File: src/design/qbez_pkg.sv
// Shared types, constants and tables for the quintic Bezier evaluator.
// No dependencies; every other file of the block depends on this package.
package qbez_pkg;

    // Fixed field widths
    localparam int KIND_W     = 2;
    localparam int T_W        = 17;
    localparam int T_FRAC     = 16;
    localparam int CFG_W      = 32;
    localparam int CFG_IDX_W  = 3;
    localparam int COORD_W    = 16;
    localparam int RES_W      = 32;
    localparam int NUM_POINTS = 6;
    localparam int LANE_W     = 3;
    localparam int NUM_PAIRS  = NUM_POINTS / 2;
    localparam int NUM_AXES   = 2;
    localparam int AXIS_X     = 0;
    localparam int AXIS_Y     = 1;

    // Default fraction width of the internal parameter arithmetic
    localparam int FRAC_BITS_DEF = 16;

    // Arithmetic widths beyond the fraction
    localparam int COEF_W    = 7;   // largest basis coefficient is 60
    localparam int DIFF_W    = 18;  // second difference of 16-bit points
    localparam int ACC_GUARD = 28;  // integer bits of the weighted sum

    // Pipeline layout: powers, weights, accumulate
    localparam int POW_STAGES = 5;
    localparam int WGT_STAGES = 2;
    localparam int ACC_STAGES = 3;
    localparam int WGT_FIRST  = POW_STAGES;
    localparam int ACC_FIRST  = WGT_FIRST + WGT_STAGES;
    localparam int STAGES     = ACC_FIRST + ACC_STAGES;

    // One in unsigned Q1.16
    localparam logic [T_W-1:0] T_ONE_Q16 = T_W'(1) << T_FRAC;

    // Result range
    localparam logic signed [RES_W-1:0] RES_MAX = {1'b0, {(RES_W-1){1'b1}}};
    localparam logic signed [RES_W-1:0] RES_MIN = {1'b1, {(RES_W-1){1'b0}}};

    // Register indexes of the configuration port
    localparam logic [CFG_IDX_W-1:0] REG_POINT0 = 3'd0;
    localparam logic [CFG_IDX_W-1:0] REG_POINT1 = 3'd1;
    localparam logic [CFG_IDX_W-1:0] REG_POINT2 = 3'd2;
    localparam logic [CFG_IDX_W-1:0] REG_POINT3 = 3'd3;
    localparam logic [CFG_IDX_W-1:0] REG_POINT4 = 3'd4;
    localparam logic [CFG_IDX_W-1:0] REG_POINT5 = 3'd5;

    // Result selection
    typedef enum logic [KIND_W-1:0] {
        KIND_POINT = 2'd0,
        KIND_D1    = 2'd1,
        KIND_D2    = 2'd2
    } t_kind;

    // Control points, [axis][point]
    typedef logic [NUM_AXES-1:0][NUM_POINTS-1:0][COORD_W-1:0] t_point_set;

    // Basis coefficients per lane, zero past the last lane of each degree
    localparam logic [COEF_W-1:0] COEF_PT [NUM_POINTS] =
        '{7'd1, 7'd5, 7'd10, 7'd10, 7'd5, 7'd1};
    localparam logic [COEF_W-1:0] COEF_D1 [NUM_POINTS] =
        '{7'd5, 7'd20, 7'd30, 7'd20, 7'd5, 7'd0};
    localparam logic [COEF_W-1:0] COEF_D2 [NUM_POINTS] =
        '{7'd20, 7'd60, 7'd60, 7'd20, 7'd0, 7'd0};

    function automatic logic [COEF_W-1:0] coef_of(input logic [KIND_W-1:0] kind,
                                                  input logic [LANE_W-1:0] lane);
        logic [COEF_W-1:0] c;
        c = '0;
        case (kind)
            KIND_POINT: c = COEF_PT[lane];
            KIND_D1:    c = COEF_D1[lane];
            KIND_D2:    c = COEF_D2[lane];
            default:    c = '0;
        endcase
        return c;
    endfunction

endpackage

File: src/design/qbez_cfg_regs.sv
// Control point registers written through the plain configuration port.
// Depends on qbez_pkg for register indexes and the point set type.
module qbez_cfg_regs (
    input  logic                           i_clk,
    input  logic                           i_rst_n,
    input  logic                           i_we,
    input  logic [qbez_pkg::CFG_IDX_W-1:0] i_idx,
    input  logic [qbez_pkg::CFG_W-1:0]     i_data,
    output qbez_pkg::t_point_set           o_pts
);
    import qbez_pkg::*;

    logic [NUM_POINTS-1:0][CFG_W-1:0] r_pt;

    // Write the addressed point; indexes past the list are dropped
    always_ff @(posedge i_clk) begin
        if (!i_rst_n) begin
            r_pt <= '0;
        end else if (i_we) begin
            unique case (i_idx)
                REG_POINT0: r_pt[0] <= i_data;
                REG_POINT1: r_pt[1] <= i_data;
                REG_POINT2: r_pt[2] <= i_data;
                REG_POINT3: r_pt[3] <= i_data;
                REG_POINT4: r_pt[4] <= i_data;
                REG_POINT5: r_pt[5] <= i_data;
                default: ;
            endcase
        end
    end

    // Split each register into x (upper half) and y (lower half)
    always_comb begin
        for (int k = 0; k < NUM_POINTS; k++) begin
            o_pts[AXIS_X][k] = r_pt[k][CFG_W-1:COORD_W];
            o_pts[AXIS_Y][k] = r_pt[k][COORD_W-1:0];
        end
    end
endmodule

File: config.mk
export PLATFORM = sky130hd
export DESIGN_NAME = qbez_cfg_regs
export DESIGN_NICKNAME = d
export VERILOG_FILES = /design/src/design/qbez_pkg.sv /design/src/design/qbez_cfg_regs.sv
export SDC_FILE = /design/constraint.sdc
export NUM_CORES = 1
export LEC_CHECK = 0
export BUFFER_PORTS_ARGS = -buffer_cell sky130_fd_sc_hd__buf_2
export CORE_MARGIN = 3
export CORE_UTILIZATION = 50
export DETAILED_ROUTE_END_ITERATION = 7
export PLACE_DENSITY = 0.79
export SYNTH_ARGS = -nofsm -noshare
export SYNTH_HDL_FRONTEND = slang
export SYNTH_SLANG_ARGS = --single-unit
export TNS_END_PERCENT = 10
File: constraint.sdc
create_clock -name i_clk -period 2.3 [get_ports i_clk]
set_input_delay 0 -clock i_clk [delete_from_list [all_inputs] [get_ports i_clk]]
set_output_delay 0 -clock i_clk [all_outputs]
set_load 0.05 [all_outputs]
Word level (Yosys, flattened, before mapping) --
Cells that the tools add are included.
Word-level totals: bits in registers 192, input bits 38, output and inout port bits 192, word-level logic and storage cells 18
Cells by class: equality and inequality tests 5, reductions and logical operators 7
Operators by type and width (number):
- 2-bit AND reduction | 6
- 3-bit by 2-bit equality test with 1-bit output (second input constant) | 2
- 3-bit equality test (second input constant) | 2
- 3-bit by 1-bit equality test with 1-bit output (second input constant) | 1
- 3-bit zero test | 1

Depth between registers and ports, before layout --
Gate-level depths: netlist of the first run.
depth in word-level cells 2, depth in mapped cells 5, gate-level depth less buffers 2

Worst setup path after synthesis of the first run --
OpenSTA, ideal clock, no wires.
path kind in2reg, from input i_idx[0] in the netlist's numbering, to register r_pt (netlist bit o_pts[0]), setup time 0.072 ns, data arrival time 0.914 ns, required time 2.228 ns, path slack 1.314 ns, cell stages on the path 4, path buffers 2, cell sequence buf_6 -> nor4b_4 -> buf_6 -> mux2i_1
Between the ends: cells in the longest elaborated chain, start to end 2
Ends and longest elaborated chain:
- from (decl) | RTL line qbez_cfg_regs.sv:7 | input logic [qbez_pkg::CFG_IDX_W-1:0] i_idx,
- 3-bit zero test | RTL line qbez_cfg_regs.sv:20 | unique case (i_idx)
- 2-bit AND reduction (no line)
- to (decl) | RTL line qbez_cfg_regs.sv:13 | logic [NUM_POINTS-1:0][CFG_W-1:0] r_pt;
Every way passes these cells. A chain may end at the register's enable or synchronous reset.

Worst setup path in the final report of the first run --
from input i_idx[0] in the netlist's numbering, to register r_pt (netlist bit o_pts[75])
Between the ends: cells in the longest elaborated chain, start to end 2
Ends and longest elaborated chain (RTL line):
- 3-bit equality test | qbez_cfg_regs.sv:20
- 2-bit AND reduction (no line)
Every way passes these cells.

==> results of run 1 <==
-- power by group --
group          total (mW)  switching, mW  internal [mW]
clock network        2.76           1.17           1.59
registers            3.44         0.0370           3.40
logic               0.696          0.500          0.196
total                6.89           1.70           5.18
-- layer usage --
layer	GRT usage, %	up-vias	wire [um]
li1	-	2654	-
met1	26.8	2603	7210
met2	38.7	211	8690
met3	7.18	43	1240
met4	10.1	0	502
met5	0	-	0
-- logic make-up (layout without fill, tap and decap cells) --
kind of cell / count (synthesis) / after routing / synth area share, %
and+or+nand+nor: 230 / 230 / 13.2
DFF: 192 / 192 / 55.2
muxes: 192 / 192 / 27.6
buffers and inverters: 47 / 296 / 4.09
-- metrics by stage --
| step | cell area, um2 | instances | util (%) |
|---|---|---|---|
| final | 9000 | 1086 | 66.9 |
| after global routing | 9000 | 1086 | 66.9 |
| after CTS | 9000 | 1086 | 66.9 |
| after detailed placement | 8200 | 1030 | 60.9 |
| after global placement | 8200 | 1030 | 60.9 |
| after floorplan | 6970 | 661 | - |
-- cell usage after synthesis, drive strengths merged --
library cell / count
nor4b: 1
dfxtp: 192
buf: 31
nand4b: 2
and4bb: 1
nand4bb: 2
nand2: 224
clkbuf: 16
mux2i: 192
-- final timing paths --
kind / cells after the start / slack (ns) / start / endpoint
worst max-delay path: 3 / 1.23 / i_idx[0] / o_pts[75]$_SDFFE_PN0P_
worst min-delay path: 3 / 0.02 / i_data[2] / o_pts[178]$_SDFFE_PN0P_
worst max register to register: 2 / 1.66 / o_pts[12]$_SDFFE_PN0P_ / o_pts[12]$_SDFFE_PN0P_
worst min register to register: 2 / 0.45 / o_pts[110]$_SDFFE_PN0P_ / o_pts[110]$_SDFFE_PN0P_
-- layout by cell type (no fill, tap or decap), drive strengths merged --
cell type,count
clkbuf,29
dfxtp,192
clkinv,1
nand2,224
mux2i,192
clkinvlp,2
nand4b,2
nand4bb,2
dlygate4sd3,24
nor4b,1
and4bb,1
buf,240
-- area by class of cell --
cell class | count | area, um2 | share of cell area, %
Timing Repair Buffer | 264 | 1500 | 16.7
Multi-Input combinational cell | 422 | 2870 | 31.9
Sequential cell | 192 | 3840 | 42.7
Clock inverter | 3 | 20.0 | 0.223
Clock buffer | 29 | 541 | 6.01
Tap cell | 176 | 220 | 2.45
-- worst max-delay path, cell delays in order --
cell,delay (ns)
buf_2,0.14
nand4bb_4,0.85
mux2i_1,0.40
-- timing repair --
action	CTS	global route
gates resized for setup	0	0
endpoints found under the hold margin	126	0
hold buffers	24	0
buffers inserted	0	0
==> impl_metrics.env, run 1 <==
export IMPL_drc_errors=0
export IMPL_firstDrtPassIters=5
export IMPL_hold_viol_final=0
export IMPL_grt_overflow=0
export IMPL_grt_antenna_before_repair=0
export IMPL_synth_distinct_cells=12
export IMPL_drtIter0Drc=365
export IMPL_wire_per_inst_um=16.3
export IMPL_outcome="finished clean"
export IMPL_synth_cells=661
export IMPL_cts_root_buffer="clkbuf_16"
export IMPL_drive_above_1_share_pct=29.8
export IMPL_clock_latency_ns=0.41
export IMPL_clock_sinks=192
export IMPL_crit_fanout=32
export IMPL_clock_skew_ns=0
export IMPL_synthTopCellsByArea="dfxtp_1 55%, mux2i_1 28%, nand2_1 12%"
export IMPL_die_area_um2=15400
export IMPL_rsz0062_at_grt="false"
export IMPL_syn_cell_area_um2=6970
export IMPL_synth_top_area_share_pct=55.2
export IMPL_h_tree_depth=4
export IMPL_power_density_nw_per_um2=766
export IMPL_synth_nets=699
export IMPL_hold_slack_ns=0.0230
export IMPL_fin_crit_sh_pct=46.5
export IMPL_ys_ff_latch=192
export IMPL_largest_register_ffs=192
export IMPL_fill_cells=1073
export IMPL_start_kind="input port"
export IMPL_antenna_left=0
export IMPL_clockBufferDepth=2
export IMPL_place_ws_ns=0.779
export IMPL_clk_pin_slew_ns=0.06
export IMPL_io_buffers=229
export IMPL_nNetsFinal=935
export IMPL_min_path_type="input port to register"
export IMPL_grt_max_degree=63
export IMPL_seq_area_frac_synth_pct=55.2
export IMPL_finalSetupViolCount=0
export IMPL_p_leak_nw=4.80
export IMPL_rows=42
export IMPL_crit_arrival_ns=1.39
export IMPL_cts_inserted_buffers=17
export IMPL_gp_congestion=0.761
export IMPL_maxCapViolCount=0
export IMPL_initial_core_util_pct=51.8
export IMPL_die_w_um=124
export IMPL_core_um2=13500
export IMPL_grt_pass1_wl_mm=27.3
export IMPL_vias=5511
export IMPL_worst_slew_pin_slew_ns=0.930
export IMPL_finalPower_mw=6.89
export IMPL_irDropWorstVdd_mv=0.620
export IMPL_drt_wl_total_mm=17.7
export IMPL_yosysWarnings=0
export IMPL_relSlewSlack_pct=37.9
export IMPL_dp_hpwl_mm=11.6
export IMPL_die_height_um=124
export IMPL_clock_fmax_mhz=934
export IMPL_period_needed_ns=1.07
export IMPL_setup_tns_ns=0
export IMPL_syn2layout_area_growth_pct=29.1
export IMPL_setup_slack_ns=1.23
export IMPL_vias_per_cell=5.07
export IMPL_cts_tree="built"
export IMPL_crit_required_ns=2.62
export IMPL_diodes=0
export IMPL_ioPinCount=230
export IMPL_synth_avg_cell_area_um2=10.5
export IMPL_grt_pass1_vias=5305
export IMPL_slew_viol_final=0
export IMPL_grt_util_all_layers_pct=23.0
export IMPL_synth_largest_area_cell="dfxtp_1"
export IMPL_worstSetupEndpointType="register"
export IMPL_crit_type="input port to register"
No activity file was read; power rests on OpenSTA's default activity.
==> run 2: changes to the inputs <==
Clock period 2.3 ns to 1.1 ns, I/O delays scaled along.
==> run 2 against run 1 <==
  * Clock skew stayed put
  * Critical path type is now register to output pin
  * Sequential cell count unchanged
  * Register-to-register slack worse by 1.2 ns
  * Final area rose by 2.8%
  * Routed wire length rose by 3.2%
  * Total power rose by 110%
  * Clock power is 100% higher
==> impl_metrics.env, run 2 (synthesized netlist as in run 1, its figures left out) <==
export IMPL_grt_pass1_vias=5333
export IMPL_worstPathCellList="buf_2"
export IMPL_crit_reg2reg_launch="o_pts[81]$_SDFFE_PN0P_"
export IMPL_seqCellArea_um2=3840
export IMPL_grt_max_degree=40
export IMPL_syn2layout_area_growth_pct=32.7
export IMPL_final_cell_mix="225 x buf_2, 221 x nand2_1, 192 x mux2i_1, 192 x dfxtp_1, 27 x dlygate4sd3_1"
export IMPL_wire_per_inst_um=16.6
export IMPL_fin_crit_sh_pct=96.6
export IMPL_min_path_type="input port to register"
export IMPL_final_common_cell="buf_2"
export IMPL_rows=42
export IMPL_cp_slowest_cell="dfxtp_1"
export IMPL_cpLargestDelayFamily="flip-flops"
export IMPL_slew_viol_final=0
export IMPL_vias=5587
export IMPL_dp_hpwl_mm=12.2
export IMPL_crit_type="register to output pin"
export IMPL_worst_slew_pin_slew_ns=0.316
export IMPL_die_area_um2=15400
export IMPL_grt_pass1_wl_mm=28.1
export IMPL_hp_start="i_data[15]"
export IMPL_core_um2=13500
export IMPL_clk_pin_slew_ns=0.07
export IMPL_p_clk_share_pct=38.9
export IMPL_ioPinCount=230
export IMPL_clockBufferDepth=2
export IMPL_worst_path_buf_inv=1
export IMPL_largest_register_ffs=192
export IMPL_grt_overflow=0
export IMPL_antenna_left=0
export IMPL_grt_antenna_before_repair=0
export IMPL_drtIter0Drc=284
export IMPL_crit_fanout=2
export IMPL_startpoint="o_pts[42]$_SDFFE_PN0P_"
export IMPL_power_density_nw_per_um2=1540
export IMPL_clock_skew_ns=0
export IMPL_clock_fmax_mhz=941
export IMPL_p_switching_mw=3.61
export IMPL_combPwrFrac_pct=10.8
export IMPL_clock_sinks=192
export IMPL_gp_congestion=0.788
export IMPL_cts_tree="built"
export IMPL_rsz0062_at_grt="false"
export IMPL_vias_per_cell=5.08
export IMPL_worstSetupEndpointType="output pin"
export IMPL_cts_setup_buffers=0
export IMPL_critPathMaxStageDelay_ns=0.36
export IMPL_hold_viol_final=0
export IMPL_p_leak_nw=4.92
export IMPL_p_seq_share_pct=50.3
export IMPL_drc_errors=0
export IMPL_initial_core_util_pct=51.8
export IMPL_fill_cells=1034
export IMPL_cts_root_buffer="clkbuf_16"
export IMPL_start_kind="register"
export IMPL_setup_tns_ns=0
export IMPL_outcome="finished clean"
export IMPL_firstDrtPassIters=4
export IMPL_io_buffers=229
export IMPL_finalSetupViolCount=0
export IMPL_p_sw_share_pct=25.2
export IMPL_h_tree_depth=4
export IMPL_drt_wl_total_mm=18.2
export IMPL_die_w_um=124
export IMPL_die_height_um=124
export IMPL_hold_slack_ns=0.0127
export IMPL_nNetsFinal=951
export IMPL_crit_arrival_ns=1.06
export IMPL_crit_required_ns=1.10
export IMPL_multiInputGateArea_um2=2880
export IMPL_diodes=0
export IMPL_clock_latency_ns=0.42
export IMPL_cts_inserted_buffers=17
export IMPL_grt_util_all_layers_pct=23.8
export IMPL_period_needed_ns=1.06
export IMPL_irDropWorstVdd_mv=1.04
export IMPL_maxCapViolCount=0
export IMPL_relSlewSlack_pct=78.9
export IMPL_internal_power_mw=10.7
export IMPL_drive_above_1_share_pct=31.0
-- run 2: per-layer routing --
metal  vias to the layer above  wire length (um)  GRT usage (%)
met1                      2668              7600           28.9
li1                       2698                 -              -
met3                        28              1090           6.45
met4                         0               378           9.51
met5                         -                 0              0
met2                       193              9160           40.0
-- run 2: final timing paths --
kind,to,slack [ns],cells after the start
setup reg to reg,o_pts[81]$_SDFFE_PN0P_,0.46,2
setup / recovery,o_pts[42],0.04,1
hold reg to reg,o_pts[114]$_SDFFE_PN0P_,0.45,2
hold / removal,o_pts[191]$_SDFFE_PN0P_,0.01,3
-- run 2: cell type report --
cell class | count | area share (%)
sequential | 192 | 41.6
multi-input combinational | 422 | 31.1
timing repair buffer | 280 | 19.3
clock buffer | 24 | 5.32
tap | 176 | 2.38
clock inverter | 5 | 0.352
-- run 2: timing repair --
action / CTS / global route
setup endpoints to repair: 0 / 40
hold buffers: 27 / 0
hold endpoints to repair: 121 / 0
gates resized for setup: 0 / 10
-- run 2: power by group through the flow --
| stage | clock, mW | combinational (mW) | sequential, mW |
|---|---|---|---|
| after detailed placement | 0 | 1.46 | 7.34 |
| after CTS | 5.65 | 1.53 | 7.19 |
| after global placement | 0 | 1.44 | 7.34 |
| after floorplan | 0 | 0.479 | 7.87 |
| final | 5.55 | 1.54 | 7.19 |
| after global routing | 5.96 | 1.64 | 7.20 |
-- run 2: through the flow --
stage                     util [%]  setup slack, ns  power [mW]  std cells  cell area, um2
after floorplan                  -            0.114        8.35        661            6970
after global placement        62.6           0.0644        8.78       1043            8420
after detailed placement      62.6          0.00597        8.80       1043            8420
after CTS                     68.5          0.00750        14.4       1099            9210
after global routing          68.7         0.000200        14.8       1099            9250
final                         68.7           0.0377        14.3       1099            9250
==> run 3: changes to the inputs <==
Settings changed: REMOVE_ABC_BUFFERS set to 1.
==> run 3 against run 2 <==
  * The flow now finishes with violations (negative hold slack)
  * Die area stayed put
  * First-iteration DRC count rose by 0.35%
  * Non-clock buffer count rose by 5
  * Final area increased by 0.76%
  * Cell count up 0.55%
  * Total power grew 3.4%
  * Count of clock-buffer cells in the layout down 3
  * Worst hold slack worse by 0.027 ns
  * Maximum frequency fell by 1.1%
  * Largest cell class unchanged
==> impl_metrics.env, run 3 (synthesized netlist as in run 1, its figures left out) <==
export IMPL_nNetsFinal=956
export IMPL_crit_required_ns=1.10
export IMPL_hold_slack_ns=-0.0144
export IMPL_outcome="complete, but fails checks"
export IMPL_antenna_left=0
export IMPL_finalPower_mw=14.8
export IMPL_fin_crit_sh_pct=97.7
export IMPL_rsz0062_at_grt="true"
export IMPL_relSlewSlack_pct=80.1
export IMPL_drc_errors=0
export IMPL_cts_inserted_buffers=17
export IMPL_period_needed_ns=1.07
export IMPL_finalSetupViolCount=0
export IMPL_grt_pass1_vias=5198
export IMPL_wire_per_inst_um=16.0
export IMPL_grt_pass1_wl_mm=26.8
export IMPL_multiInputGateArea_um2=2870
export IMPL_clk_pin_slew_ns=0.06
export IMPL_worst_path_buf_inv=1
export IMPL_die_w_um=124
export IMPL_largest_register_ffs=192
export IMPL_die_height_um=124
export IMPL_clockBufferDepth=2
export IMPL_fill_cells=1036
export IMPL_clock_sinks=192
export IMPL_grt_max_degree=36
export IMPL_syn2layout_area_growth_pct=33.7
export IMPL_dp_hpwl_mm=11.6
export IMPL_start_kind="register"
export IMPL_hold_viol_final=5
export IMPL_place_ws_ns=-0.0141
export IMPL_diodes=0
export IMPL_seqCellArea_um2=3840
export IMPL_drt_wl_total_mm=17.7
export IMPL_drive_above_1_share_pct=31.0
export IMPL_clock_latency_ns=0.42
export IMPL_core_um2=13500
export IMPL_grt_antenna_before_repair=0
export IMPL_vias_per_cell=4.98
export IMPL_worstPathCellList="buf_2"
export IMPL_use_met2_pct=35.6
export IMPL_grt_util_met1_pct=29.4
export IMPL_cts_tree="built"
export IMPL_final_common_cell="buf_2"
export IMPL_critPathMaxStageDelay_ns=0.37
export IMPL_grt_util_all_layers_pct=22.5
export IMPL_violations="negative hold slack"
export IMPL_gr_usage_met3_pct=6.49
export IMPL_power_density_nw_per_um2=1590
export IMPL_final_cell_mix="226 x buf_2, 224 x nand2_1, 192 x mux2i_1, 192 x dfxtp_1, 30 x dlygate4sd3_1"
export IMPL_crit_arrival_ns=1.07
export IMPL_crit_fanout=2
export IMPL_irDropWorstVdd_mv=1.02
export IMPL_clock_fmax_mhz=931
export IMPL_crit_type="register to output pin"
export IMPL_cp_slowest_cell="dfxtp_1"
export IMPL_gp_congestion=0.740
export IMPL_cts_root_buffer="clkbuf_16"
export IMPL_clock_skew_ns=0
export IMPL_initial_core_util_pct=51.8
export IMPL_cpLargestDelayFamily="flip-flops"
export IMPL_die_area_um2=15400
export IMPL_worstSetupEndpointType="output pin"
export IMPL_maxCapViolCount=0
export IMPL_firstDrtPassIters=6
export IMPL_rows=42
export IMPL_ioPinCount=230
export IMPL_h_tree_depth=4
export IMPL_drtIter0Drc=285
export IMPL_io_buffers=229
export IMPL_cts_setup_buffers=0
export IMPL_worst_slew_pin_slew_ns=0.298
export IMPL_p_leak_nw=4.94
export IMPL_grt_overflow=0
export IMPL_top_usage_layer="met2"
export IMPL_slew_viol_final=0
export IMPL_setup_tns_ns=0
export IMPL_vias=5499
export IMPL_setup_slack_ns=0.0256
export IMPL_min_path_type="input port to register"
## run 3: report_power, final
part	leakage, nW	switching [mW]	total, mW	internal, mW
clock	0.273	2.55	6.06	3.50
sequential	1.55	0.0810	7.19	7.11
combinational	3.12	1.05	1.54	0.482
total	4.94	3.69	14.8	11.1
## run 3: layer usage
layer	up-vias	part of all wire, %
li1	2692	-
met1	2569	44
met2	211	46
met3	27	7.5
met4	0	1.9
met5	-	0
## run 3: repair_timing
item | 4_1_cts | 5_1_grt
gates resized for setup | 0 | 2
endpoints found under the hold margin | 161 | 0
setup endpoints to repair | 0 | 7
hold buffers | 30 | 0
## run 3: final timing paths
path	from	to	slack [ns]	depth (start not counted)
max	o_pts[26]$_SDFFE_PN0P_	o_pts[26]	0.03	1
min	i_data[23]	o_pts[87]$_SDFFE_PN0P_	-0.01	3
max reg2reg	o_pts[83]$_SDFFE_PN0P_	o_pts[83]$_SDFFE_PN0P_	0.44	2
min reg2reg	o_pts[3]$_SDFFE_PN0P_	o_pts[3]$_SDFFE_PN0P_	0.45	2
## run 3: tightest hold or removal path, stage by stage
cell	delay [ns]
buf_2	0.09
nand2_1	0.13
mux2i_1	0.15
## run 3: area by class of cell
class | count | area share, %
Sequential cell | 192 | 41.3
Multi-Input combinational cell | 422 | 30.8
Timing Repair Buffer | 285 | 19.4
Clock buffer | 21 | 5.05
Tap cell | 176 | 2.36
Clock inverter | 9 | 1.17
## run 3: through the flow
step	utilization [%]	std cells	area [um2]
floorplan	-	614	6680
global placement	62.7	1045	8430
detailed placement	62.7	1045	8430
CTS	69.2	1105	9310
global route	69.3	1105	9320
finish	69.3	1105	9320
